## config.mk

```make
export PLATFORM = sky130hd
export DESIGN_NAME = magnetometer_autocal_heading
export DESIGN_NICKNAME = d
export VERILOG_FILES = /design/src/rtl/core/mah_pkg.sv /design/src/rtl/core/magnetometer_autocal_heading.sv /design/src/rtl/core/mah_ctrl.sv /design/src/rtl/core/mah_dp.sv
export SDC_FILE = /design/constraint.sdc
export NUM_CORES = 2
export LEC_CHECK = 0
export BUFFER_PORTS_ARGS = -buffer_cell sky130_fd_sc_hd__buf_2
export CAP_MARGIN = 20
export CORE_MARGIN = 2
export CORE_UTILIZATION = 30
export DETAILED_ROUTE_END_ITERATION = 8
export HOLD_SLACK_MARGIN = 0.12
export SLEW_MARGIN = 10
export SYNTH_ARGS = -nofsm -noshare
export SYNTH_HDL_FRONTEND = slang
export SYNTH_SLANG_ARGS = --single-unit
```

## constraint.sdc

```tcl
create_clock -name clk -period 11.9 [get_ports clk]
set_clock_uncertainty 0.1 [all_clocks]
set_input_delay 2.38 -clock clk [delete_from_list [all_inputs] [get_ports clk]]
set_output_delay 2.38 -clock clk [all_outputs]
set_load 0.01 [all_outputs]
```

## src/rtl/core/mah_pkg.sv

```systemverilog
// package for the magnetometer calibration and heading block
// holds payload types, sequencer codes, fixed-point constants and the arctangent table
// no dependencies
package mah_pkg;

  localparam int DIV_BITS    = 33;
  localparam int CORDIC_W    = 34;
  localparam int CAL_W       = 24;
  localparam int DivConst    = 2000;
  localparam int ROUND_HALF  = 1000;
  localparam int SPAN_MIN_XY = 200;
  localparam int SPAN_MIN_Z  = 500;
  localparam int GAIN_ONE    = 4096;
  localparam int DEG_FULL    = 36000;
  localparam int RESET_SPAN_DEF   = 2000;
  localparam int CORDIC_STEPS_DEF = 16;

  // n / 2000 = ((n >> 4) * RECIP_MUL) >> RECIP_SHIFT, exact for n below 2^33
  localparam int DIV_PRE_SHIFT = 4;
  localparam int RECIP_MUL     = 549755814;
  localparam int RECIP_SHIFT   = 36;

  typedef struct packed {
    logic              new_sample;
    logic signed [15:0] raw_x;
    logic signed [15:0] raw_y;
    logic signed [15:0] raw_z;
  } in_t;

  typedef struct packed {
    logic               fresh;
    logic signed [23:0] cal_x;
    logic signed [23:0] cal_y;
    logic signed [23:0] cal_z;
    logic [15:0]        heading;
  } out_t;

  typedef enum logic [2:0] {
    REG_AUTO, REG_CX, REG_CY, REG_CZ, REG_GX, REG_GY, REG_GZ, REG_DECL
  } reg_idx_t;

  typedef enum logic [3:0] {
    ST_IDLE, ST_LEARN, ST_GCHK, ST_GDIV, ST_GSTORE, ST_MUL, ST_CLOAD, ST_CDIV,
    ST_CSTORE, ST_CINIT, ST_CSTEP, ST_HMUL, ST_HFIN, ST_DONE
  } state_t;

  typedef enum logic [3:0] {
    OP_NONE, OP_LOAD, OP_LEARN, OP_GLOAD, OP_DSTEP, OP_GSTORE, OP_MUL, OP_CLOAD,
    OP_CSTORE, OP_CINIT, OP_CSTEP, OP_HMUL, OP_HFIN, OP_OUT
  } op_t;

  typedef struct packed {
    op_t        op;
    logic [4:0] idx;
  } cmd_t;

  typedef struct packed {
    logic upd;
  } sts_t;

  function automatic logic [31:0] atan_of(input logic [4:0] i);
    logic [31:0] a;
    case (i)
      5'd0:  a = 32'h20000000;
      5'd1:  a = 32'h12E4051E;
      5'd2:  a = 32'h09FB385B;
      5'd3:  a = 32'h051111D4;
      5'd4:  a = 32'h028B0D43;
      5'd5:  a = 32'h0145D7E1;
      5'd6:  a = 32'h00A2F61E;
      5'd7:  a = 32'h00517C55;
      5'd8:  a = 32'h0028BE53;
      5'd9:  a = 32'h00145F2F;
      5'd10: a = 32'h000A2F98;
      5'd11: a = 32'h000517CC;
      5'd12: a = 32'h00028BE6;
      5'd13: a = 32'h000145F3;
      5'd14: a = 32'h0000A2F9;
      5'd15: a = 32'h0000517D;
      5'd16: a = 32'h000028BE;
      5'd17: a = 32'h0000145F;
      5'd18: a = 32'h00000A30;
      5'd19: a = 32'h00000518;
      5'd20: a = 32'h0000028C;
      5'd21: a = 32'h00000146;
      5'd22: a = 32'h000000A3;
      5'd23: a = 32'h00000051;
      default: a = 32'h0;
    endcase
    return a;
  endfunction

endpackage

```

## src/rtl/core/magnetometer_autocal_heading.sv

```systemverilog
// Magnetometer hard/soft-iron calibration with a CORDIC heading. Each input transfer is one
// sensor event; a flagged sample replaces the cached X/Y/Z readings and, in auto mode, widens
// the per-axis min/max from which center and gain are learned. Every input yields exactly one
// result: calibrated X/Y/Z and a heading in hundredths of a degree, 0..35999. One item is in
// work at a time; learning a new gain adds a divider pass and a store. Each item passes through
// the divide by 2000, a reciprocal multiply shared by the three axes (run once more for the
// gain), the shared axis multiplier and CORDIC_STEPS iterations of the CORDIC. A finished
// result waits in an output register, so the next input is taken while it is pending.
// Configuration writes are always ready and must be made only while the block is idle.
module magnetometer_autocal_heading #(
  parameter int RESET_SPAN   = mah_pkg::RESET_SPAN_DEF,
  parameter int CORDIC_STEPS = mah_pkg::CORDIC_STEPS_DEF
) (
  input  logic          clk,
  input  logic          rst_n,
  input  logic          in_valid,
  output logic          in_ready,
  input  mah_pkg::in_t  in_data,
  output logic          out_valid,
  input  logic          out_ready,
  output mah_pkg::out_t out_data,
  input  logic          cfg_valid,
  output logic          cfg_ready,
  input  logic [2:0]    cfg_index,
  input  logic [16:0]   cfg_data
);
  import mah_pkg::*;

  cmd_t cmd;
  sts_t sts;

  assign cfg_ready = 1'b1;

  mah_ctrl #(
    .CORDIC_STEPS(CORDIC_STEPS)
  ) u_ctrl (
    .clk       (clk),
    .rst_n     (rst_n),
    .in_valid  (in_valid),
    .in_ready  (in_ready),
    .out_valid (out_valid),
    .out_ready (out_ready),
    .sts       (sts),
    .cmd       (cmd)
  );

  mah_dp #(
    .RESET_SPAN(RESET_SPAN)
  ) u_dp (
    .clk       (clk),
    .rst_n     (rst_n),
    .in_data   (in_data),
    .cfg_we    (cfg_valid),
    .cfg_index (cfg_index),
    .cfg_data  (cfg_data),
    .cmd       (cmd),
    .sts       (sts),
    .out_data  (out_data)
  );

endmodule

```

## src/rtl/core/mah_ctrl.sv

```systemverilog
// sequencer for the magnetometer calibration and heading block
// steps the datapath through learn, divide, multiply and cordic phases; uses mah_pkg
module mah_ctrl #(
  parameter int CORDIC_STEPS = mah_pkg::CORDIC_STEPS_DEF
) (
  input  logic          clk,
  input  logic          rst_n,
  input  logic          in_valid,
  output logic          in_ready,
  output logic          out_valid,
  input  logic          out_ready,
  input  mah_pkg::sts_t sts,
  output mah_pkg::cmd_t cmd
);
  import mah_pkg::*;

  state_t     state_r, state_nxt;
  logic [5:0] cnt_r, cnt_nxt;
  logic       out_valid_r, out_valid_nxt;

  always_ff @(posedge clk) begin
    if (!rst_n) begin
      state_r     <= ST_IDLE;
      cnt_r       <= '0;
      out_valid_r <= 1'b0;
    end else begin
      state_r     <= state_nxt;
      cnt_r       <= cnt_nxt;
      out_valid_r <= out_valid_nxt;
    end
  end

  always_comb begin
    state_nxt     = state_r;
    cnt_nxt       = cnt_r;
    out_valid_nxt = out_valid_r && !out_ready;
    in_ready      = 1'b0;
    cmd.op        = OP_NONE;
    cmd.idx       = cnt_r[4:0];
    case (state_r)
      ST_IDLE: begin
        in_ready = 1'b1;
        if (in_valid) begin
          cmd.op    = OP_LOAD;
          state_nxt = ST_LEARN;
        end
      end
      ST_LEARN: begin
        cmd.op    = OP_LEARN;
        state_nxt = ST_GCHK;
      end
      ST_GCHK: begin
        cnt_nxt = '0;
        if (sts.upd) begin
          cmd.op    = OP_GLOAD;
          state_nxt = ST_GDIV;
        end else begin
          state_nxt = ST_MUL;
        end
      end
      ST_GDIV: begin
        cmd.op = OP_DSTEP;
        if (cnt_r == 6'd2) begin
          cnt_nxt   = '0;
          state_nxt = ST_GSTORE;
        end else begin
          cnt_nxt = cnt_r + 6'd1;
        end
      end
      ST_GSTORE: begin
        cmd.op    = OP_GSTORE;
        cnt_nxt   = '0;
        state_nxt = ST_MUL;
      end
      ST_MUL: begin
        cmd.op = OP_MUL;
        if (cnt_r == 6'd2) begin
          cnt_nxt   = '0;
          state_nxt = ST_CLOAD;
        end else begin
          cnt_nxt = cnt_r + 6'd1;
        end
      end
      ST_CLOAD: begin
        cmd.op    = OP_CLOAD;
        cnt_nxt   = '0;
        state_nxt = ST_CDIV;
      end
      ST_CDIV: begin
        cmd.op = OP_DSTEP;
        if (cnt_r == 6'd2) begin
          cnt_nxt   = '0;
          state_nxt = ST_CSTORE;
        end else begin
          cnt_nxt = cnt_r + 6'd1;
        end
      end
      ST_CSTORE: begin
        cmd.op    = OP_CSTORE;
        state_nxt = ST_CINIT;
      end
      ST_CINIT: begin
        cmd.op    = OP_CINIT;
        cnt_nxt   = '0;
        state_nxt = ST_CSTEP;
      end
      ST_CSTEP: begin
        cmd.op = OP_CSTEP;
        if (cnt_r == 6'(CORDIC_STEPS - 1)) begin
          cnt_nxt   = '0;
          state_nxt = ST_HMUL;
        end else begin
          cnt_nxt = cnt_r + 6'd1;
        end
      end
      ST_HMUL: begin
        cmd.op    = OP_HMUL;
        state_nxt = ST_HFIN;
      end
      ST_HFIN: begin
        cmd.op    = OP_HFIN;
        state_nxt = ST_DONE;
      end
      ST_DONE: begin
        if (!out_valid_r || out_ready) begin
          cmd.op        = OP_OUT;
          out_valid_nxt = 1'b1;
          state_nxt     = ST_IDLE;
        end
      end
      default: state_nxt = ST_IDLE;
    endcase
  end

  assign out_valid = out_valid_r;

endmodule

```

## src/rtl/core/mah_dp.sv

```systemverilog
// datapath for the magnetometer calibration and heading block
// config registers, min/max learning, reciprocal divider, multiplier, cordic; uses mah_pkg
module mah_dp #(
  parameter int RESET_SPAN = mah_pkg::RESET_SPAN_DEF
) (
  input  logic          clk,
  input  logic          rst_n,
  input  mah_pkg::in_t  in_data,
  input  logic          cfg_we,
  input  logic [2:0]    cfg_index,
  input  logic [16:0]   cfg_data,
  input  mah_pkg::cmd_t cmd,
  output mah_pkg::sts_t sts,
  output mah_pkg::out_t out_data
);
  import mah_pkg::*;

  // configuration
  logic               auto_r;
  logic signed [16:0] mctr_r [3];
  logic [15:0]        mgain_r [3];
  logic signed [15:0] decl_r;

  // learning state
  logic signed [15:0] last_r [3];
  logic signed [15:0] min_r [3];
  logic signed [15:0] max_r [3];
  logic signed [16:0] lctr_r [3];
  logic [15:0]        lgain_r [3];
  logic [15:0]        span_r [3];
  logic               fresh_r;
  logic               upd_r;

  // arithmetic
  logic signed [33:0]         prod_r [3];
  logic                       neg_r [3];
  logic [DIV_BITS-1:0]        dq_r [3];
  logic signed [CAL_W-1:0]    cal_r [3];
  logic signed [CORDIC_W-1:0] x_r, y_r;
  logic [31:0]                ang_r;
  logic                       zero_r;
  logic [15:0]                h_r;
  logic [15:0]                head_r;
  out_t                       out_r;

  // learn combinational
  logic signed [15:0] nmin [3];
  logic signed [15:0] nmax [3];
  logic [15:0]        span [3];
  logic               widened, over, enough;

  always_comb begin
    widened = 1'b0;
    over    = 1'b0;
    for (int k = 0; k < 3; k++) begin
      nmin[k] = (last_r[k] < min_r[k]) ? last_r[k] : min_r[k];
      nmax[k] = (last_r[k] > max_r[k]) ? last_r[k] : max_r[k];
      if (last_r[k] < min_r[k] || last_r[k] > max_r[k]) widened = 1'b1;
      span[k] = 16'(17'(nmax[k]) - 17'(nmin[k]));
      if (17'(span[k]) > 17'(RESET_SPAN)) over = 1'b1;
    end
    enough = (span[0] > 16'(SPAN_MIN_XY)) && (span[1] > 16'(SPAN_MIN_XY))
          && (span[2] > 16'(SPAN_MIN_Z));
  end

  // multiplier operands for the selected axis
  logic [1:0]         ax;
  logic signed [15:0] m_raw;
  logic signed [16:0] m_ctr;
  logic [15:0]        m_gain;
  logic signed [17:0] m_diff;
  logic signed [33:0] m_prod;

  assign ax = cmd.idx[1:0];

  // divide by 2000 for the selected lane: shift by 4, then multiply by 1/125
  logic [DIV_BITS-DIV_PRE_SHIFT-1:0] d_num;
  logic [58:0]                       d_prod;
  logic [DIV_BITS-1:0]               d_quo;

  always_comb begin
    case (ax)
      2'd0:    d_num = dq_r[0][DIV_BITS-1:DIV_PRE_SHIFT];
      2'd1:    d_num = dq_r[1][DIV_BITS-1:DIV_PRE_SHIFT];
      default: d_num = dq_r[2][DIV_BITS-1:DIV_PRE_SHIFT];
    endcase
    d_prod = 59'(d_num) * 59'(RECIP_MUL);
    d_quo  = DIV_BITS'(d_prod[58:RECIP_SHIFT]);
  end

  always_comb begin
    case (ax)
      2'd0: begin
        m_raw  = last_r[0];
        m_ctr  = auto_r ? lctr_r[0] : mctr_r[0];
        m_gain = auto_r ? lgain_r[0] : mgain_r[0];
      end
      2'd1: begin
        m_raw  = last_r[1];
        m_ctr  = auto_r ? lctr_r[1] : mctr_r[1];
        m_gain = auto_r ? lgain_r[1] : mgain_r[1];
      end
      default: begin
        m_raw  = last_r[2];
        m_ctr  = auto_r ? lctr_r[2] : mctr_r[2];
        m_gain = auto_r ? lgain_r[2] : mgain_r[2];
      end
    endcase
    m_diff = {m_raw[15], m_raw, 1'b0} - 18'(m_ctr);
    m_prod = 34'(m_diff) * $signed({18'b0, m_gain});
  end

  // cordic step
  logic signed [CORDIC_W-1:0] xs, ys, x0, y0;

  assign xs = x_r >>> cmd.idx;
  assign ys = y_r >>> cmd.idx;
  assign x0 = {{2{cal_r[0][CAL_W-1]}}, cal_r[0], 8'b0};
  assign y0 = {{2{cal_r[1][CAL_W-1]}}, cal_r[1], 8'b0};

  logic [47:0]        hprod;
  logic signed [17:0] hsum;

  assign hprod = {16'b0, ang_r} * 48'(DEG_FULL) + 48'h80000000;
  assign hsum  = $signed({2'b0, h_r}) + 18'(decl_r);

  // configuration writes
  always_ff @(posedge clk) begin
    if (!rst_n) begin
      auto_r <= 1'b1;
      decl_r <= '0;
      for (int k = 0; k < 3; k++) begin
        mctr_r[k]  <= '0;
        mgain_r[k] <= 16'(GAIN_ONE);
      end
    end else if (cfg_we) begin
      case (reg_idx_t'(cfg_index))
        REG_AUTO: auto_r     <= cfg_data[0];
        REG_CX:   mctr_r[0]  <= cfg_data;
        REG_CY:   mctr_r[1]  <= cfg_data;
        REG_CZ:   mctr_r[2]  <= cfg_data;
        REG_GX:   mgain_r[0] <= cfg_data[15:0];
        REG_GY:   mgain_r[1] <= cfg_data[15:0];
        REG_GZ:   mgain_r[2] <= cfg_data[15:0];
        REG_DECL: decl_r     <= cfg_data[15:0];
        default: ;
      endcase
    end
  end

  // learning state
  always_ff @(posedge clk) begin
    if (!rst_n) begin
      upd_r <= 1'b0;
      for (int k = 0; k < 3; k++) begin
        last_r[k]  <= '0;
        min_r[k]   <= 16'sh7FFF;
        max_r[k]   <= 16'sh8000;
        lctr_r[k]  <= '0;
        lgain_r[k] <= 16'(GAIN_ONE);
      end
    end else begin
      case (cmd.op)
        OP_LOAD: begin
          upd_r <= 1'b0;
          if (in_data.new_sample) begin
            last_r[0] <= in_data.raw_x;
            last_r[1] <= in_data.raw_y;
            last_r[2] <= in_data.raw_z;
          end
        end
        OP_LEARN: begin
          if (fresh_r && auto_r && widened) begin
            for (int k = 0; k < 3; k++) begin
              span_r[k] <= span[k];
              if (over) begin
                min_r[k] <= 16'sh7FFF;
                max_r[k] <= 16'sh8000;
              end else begin
                min_r[k] <= nmin[k];
                max_r[k] <= nmax[k];
                if (enough) lctr_r[k] <= 17'(nmax[k]) + 17'(nmin[k]);
              end
            end
            upd_r <= !over && enough;
          end
        end
        OP_GSTORE: begin
          for (int k = 0; k < 3; k++)
            lgain_r[k] <= (|dq_r[k][DIV_BITS-1:16]) ? 16'hFFFF : dq_r[k][15:0];
        end
        default: ;
      endcase
    end
  end

  // arithmetic registers
  always_ff @(posedge clk) begin
    case (cmd.op)
      OP_LOAD: fresh_r <= in_data.new_sample;
      OP_GLOAD: begin
        for (int k = 0; k < 3; k++)
          dq_r[k] <= DIV_BITS'({span_r[k], 12'b0}) + DIV_BITS'(ROUND_HALF);
      end
      OP_DSTEP: begin
        case (ax)
          2'd0:    dq_r[0] <= d_quo;
          2'd1:    dq_r[1] <= d_quo;
          default: dq_r[2] <= d_quo;
        endcase
      end
      OP_MUL: begin
        case (ax)
          2'd0:    prod_r[0] <= m_prod;
          2'd1:    prod_r[1] <= m_prod;
          default: prod_r[2] <= m_prod;
        endcase
      end
      OP_CLOAD: begin
        for (int k = 0; k < 3; k++) begin
          neg_r[k] <= prod_r[k][33];
          dq_r[k]  <= DIV_BITS'((prod_r[k][33] ? -prod_r[k] : prod_r[k])
                               + 34'(ROUND_HALF));
        end
      end
      OP_CSTORE: begin
        for (int k = 0; k < 3; k++)
          cal_r[k] <= neg_r[k] ? -dq_r[k][CAL_W-1:0] : dq_r[k][CAL_W-1:0];
      end
      OP_CINIT: begin
        zero_r <= (cal_r[0] == '0) && (cal_r[1] == '0);
        if (x0[CORDIC_W-1]) begin
          x_r   <= -x0;
          y_r   <= -y0;
          ang_r <= 32'h80000000;
        end else begin
          x_r   <= x0;
          y_r   <= y0;
          ang_r <= '0;
        end
      end
      OP_CSTEP: begin
        if (!zero_r) begin
          if (!y_r[CORDIC_W-1]) begin
            x_r   <= x_r + ys;
            y_r   <= y_r - xs;
            ang_r <= ang_r + atan_of(cmd.idx);
          end else begin
            x_r   <= x_r - ys;
            y_r   <= y_r + xs;
            ang_r <= ang_r - atan_of(cmd.idx);
          end
        end
      end
      OP_HMUL: h_r <= hprod[47:32];
      OP_HFIN: begin
        if (hsum < 0)
          head_r <= 16'(hsum + 18'(DEG_FULL));
        else if (hsum >= 18'(DEG_FULL))
          head_r <= 16'(hsum - 18'(DEG_FULL));
        else
          head_r <= 16'(hsum);
      end
      OP_OUT: begin
        out_r.fresh   <= fresh_r;
        out_r.cal_x   <= cal_r[0];
        out_r.cal_y   <= cal_r[1];
        out_r.cal_z   <= cal_r[2];
        out_r.heading <= head_r;
      end
      default: ;
    endcase
  end

  assign sts.upd  = upd_r;
  assign out_data = out_r;

endmodule
```

==> results.sh <==
export IMPL_vias_per_cell=5.07
export IMPL_clock_path_buffers=3
export IMPL_synth_cells=9313
export IMPL_io_pins=166
export IMPL_syn2layout_area_growth_pct=10.4
export IMPL_gr_usage_all_layers_pct=17.7
export IMPL_syn_avg_cell_area_um2=9.86
export IMPL_wl_per_cell_um=20.4
export IMPL_relSlewSlack_pct=24.6
export IMPL_yosysWarnings=0
export IMPL_min_path_type="register to register"
export IMPL_setup_viol=0
export IMPL_cap_violations=0
export IMPL_finalWeightedCongestion=0.958
export IMPL_finalCritPeriodShare_pct=94.5
export IMPL_cts_root_buf="clkbuf_16"
export IMPL_layout_commonest_cell="inv_1"
export IMPL_post_route_min_period_ns=11.24
export IMPL_syn_area_um2=91800
export IMPL_ys_ff_latch=948
export IMPL_hold_violations=0
export IMPL_ys_types=103
export IMPL_vias=68800
export IMPL_layout_drive_gt1_share_pct=7.88
export IMPL_crit_slowest_cell="fa_1"
export IMPL_synth_top_area_share_pct=29.1
export IMPL_slowest_delay_ns=0.54
export IMPL_synth_edff_count=889
export IMPL_rsz0062_at_grt="false"
export IMPL_crit_arrival_ns=11.64
export IMPL_synthArstFlopShare_pct=0
export IMPL_endpoint_kind="register"
export IMPL_synth_area_leaders="edfxtp_1 (29%), fa_1 (14%), ha_1 (13%)"
export IMPL_fin_nets=11000
export IMPL_wirelength_um=277000
export IMPL_antenna_found_initial=27
export IMPL_worst_pin_slew_ns=1.12
export IMPL_clkLatencyLatePin_ns=0.80
export IMPL_drv_slew=0
export IMPL_fmax_mhz=89.0
export IMPL_cts_sinks=948
export IMPL_overflow=0
export IMPL_drtIter0Drc=5923
export IMPL_die_area_um2=310000
export IMPL_fillCellCount=31300
export IMPL_critPathKind="register to register"
export IMPL_clkTransAtPathRegs_ns=0.06
export IMPL_route_detailed_drc=0
export IMPL_portBuffers=164
export IMPL_initial_core_util_pct=30.1
export IMPL_rows=203
export IMPL_cp_start_kind="register"
export IMPL_path_max_fanout=12
export IMPL_synth_nets=11000
export IMPL_cts_tree="yes"
export IMPL_antenna_left=0
export IMPL_drtPass1Iterations=6
export IMPL_grt_pass1_vias=67200
export IMPL_ctsHoldBuffers=0
export IMPL_die_h_um=557
export IMPL_mostFrequentLayoutCells="inv_1 (1363), ha_1 (974), edfxtp_1 (889)"
export IMPL_setup_tns_ns=0
export IMPL_h_tree_depth=3
export IMPL_status="finished clean"
export IMPL_dpl_hpwl_um=221000
export IMPL_cp_required_ns=12.30
export IMPL_synth_seq_area_share_pct=30.4
export IMPL_die_w_um=557
export IMPL_grt_pass1_wl_um=421000
export IMPL_core_area_um2=305000
export IMPL_numCtsBuffers=109
export IMPL_synth_main_ff_cell="edfxtp_1"
export IMPL_grt_max_degree=97
export IMPL_yosys_area_top_type="edfxtp_1"
## flip-flops by register name, indices dropped and copies added (netlist names), 3 cells and up, named ones only
register        cells
u_dp.h_r           16
u_dp.decl_r        16
u_ctrl.cnt_r        6
u_dp.lgain_r       48
u_dp.max_r         48
u_dp.dq_r          99
u_dp.min_r         48
u_dp.ang_r         32
u_ctrl.state_r      4
u_dp.lctr_r        51
u_dp.mgain_r       48
u_dp.x_r           34
u_dp.cal_r         72
u_dp.prod_r       102
u_dp.out_data      89
u_dp.neg_r          3
u_dp.last_r        48
u_dp.y_r           34
u_dp.span_r        48
u_dp.head_r        16
u_dp.mctr_r        51
## layer usage
layer	GRT usage [%]	up-vias	routed length, um
met5	0	-	100
met4	7.29	14	13100
met2	28.3	2241	125000
met3	2.37	449	17400
met1	24.0	33800	122000
li1	-	32300	-
## metrics by stage
stage	instances	instance area [um^2]	utilization (%)	hold slack, ns	setup WS (ns)
after detailed placement	13400	97400	31.9	0.305	0.482
after floorplan	9313	91800	-	0.300	0.00315
after CTS	13600	101000	33.2	0.312	0.427
final	13600	101000	33.2	0.310	0.660
after global placement	13400	97400	31.9	0.304	0.637
after global routing	13600	101000	33.2	0.311	0.0453
## layout make-up
type,instances,area [um^2],share of cell area (%)
clock inverter,81,1110,1.10
sequential,948,27900,27.5
antenna,8,20.0,0.0198
tap,4100,5130,5.06
inverter,1372,5150,5.08
multi-input combinational,6669,57600,56.9
timing repair buffer,264,1580,1.56
clock buffer,123,2830,2.79
## repair_timing
item | 4_1_cts | 5_1_grt
resized for setup | 0 | 2
setup endpoints to repair | 0 | 18
setup buffers | 0 | 0
## synth_stat cells (44+ instances only)
| cell type | number |
|---|---|
| inv_1 | 1364 |
| ha_1 | 976 |
| edfxtp_1 | 889 |
| nor2_1 | 708 |
| nand2_1 | 698 |
| fa_1 | 634 |
| xnor2_1 | 456 |
| a21oi_1 | 451 |
| o21ai_0 | 369 |
| clkbuf_1 | 240 |
| xor2_1 | 198 |
| and2_1 | 188 |
| a21o_1 | 170 |
| nor3_1 | 132 |
| nand3_1 | 103 |
| mux4_2 | 99 |
| mux2i_1 | 94 |
| nor2b_1 | 92 |
| nand2b_1 | 87 |
| o31ai_1 | 84 |
| or3_1 | 73 |
| o21a_1 | 72 |
| mux2_2 | 66 |
| a22oi_1 | 65 |
| a31oi_1 | 65 |
| dfxtp_1 | 59 |
| o21bai_1 | 59 |
| nor4_1 | 49 |
| or4_1 | 46 |
| nand4_1 | 45 |
| buf_1 | 44 |
## cell families (layout without fill, tap and decap cells)
family | Yosys count | count (layout) | synth area share [%]
AND/OR/NAND/NOR | 2391 | 2391 | 12.5
other | 1 | 9 | 0.00408
AO/OA/AOI/OAI | 1752 | 1752 | 12.4
multiplexers | 259 | 259 | 4.26
buffers and inverters | 1696 | 1840 | 7.09
adder cells (fa/ha/maj) | 1610 | 1610 | 27.1
XOR/XNOR | 656 | 656 | 6.28
flip-flops | 948 | 948 | 30.4
## path summary, 6_finish.rpt
| check | end | slack (ns) | cells after the start | from |
|---|---|---|---|---|
| setup / recovery | u_dp.prod_r[0][66] | 0.66 | 39 | u_ctrl.cnt_r[1] |
| hold / removal | u_dp.out_data[27] | 0.31 | 0 | u_dp.cal_r[2][11] |
| setup reg to reg | u_dp.prod_r[0][66] | 0.66 | 39 | u_ctrl.cnt_r[1] |
| hold reg to reg | u_dp.out_data[27] | 0.31 | 0 | u_dp.cal_r[2][11] |
## critical path, delay by kind of cell (launching register included)
kind / cells / cell delay [ns]
AO/OA/AOI/OAI: 20 / 4.86
flip-flops: 1 / 0.34
XOR/XNOR: 2 / 0.61
adder cells (fa/ha/maj): 9 / 3.96
AND/OR/NAND/NOR: 2 / 0.21
buffers and inverters: 6 / 0.84
Power is left out: the tool's default activity adds up to more than one toggle a clock period on the data nets, which glitch-free logic cannot reach.
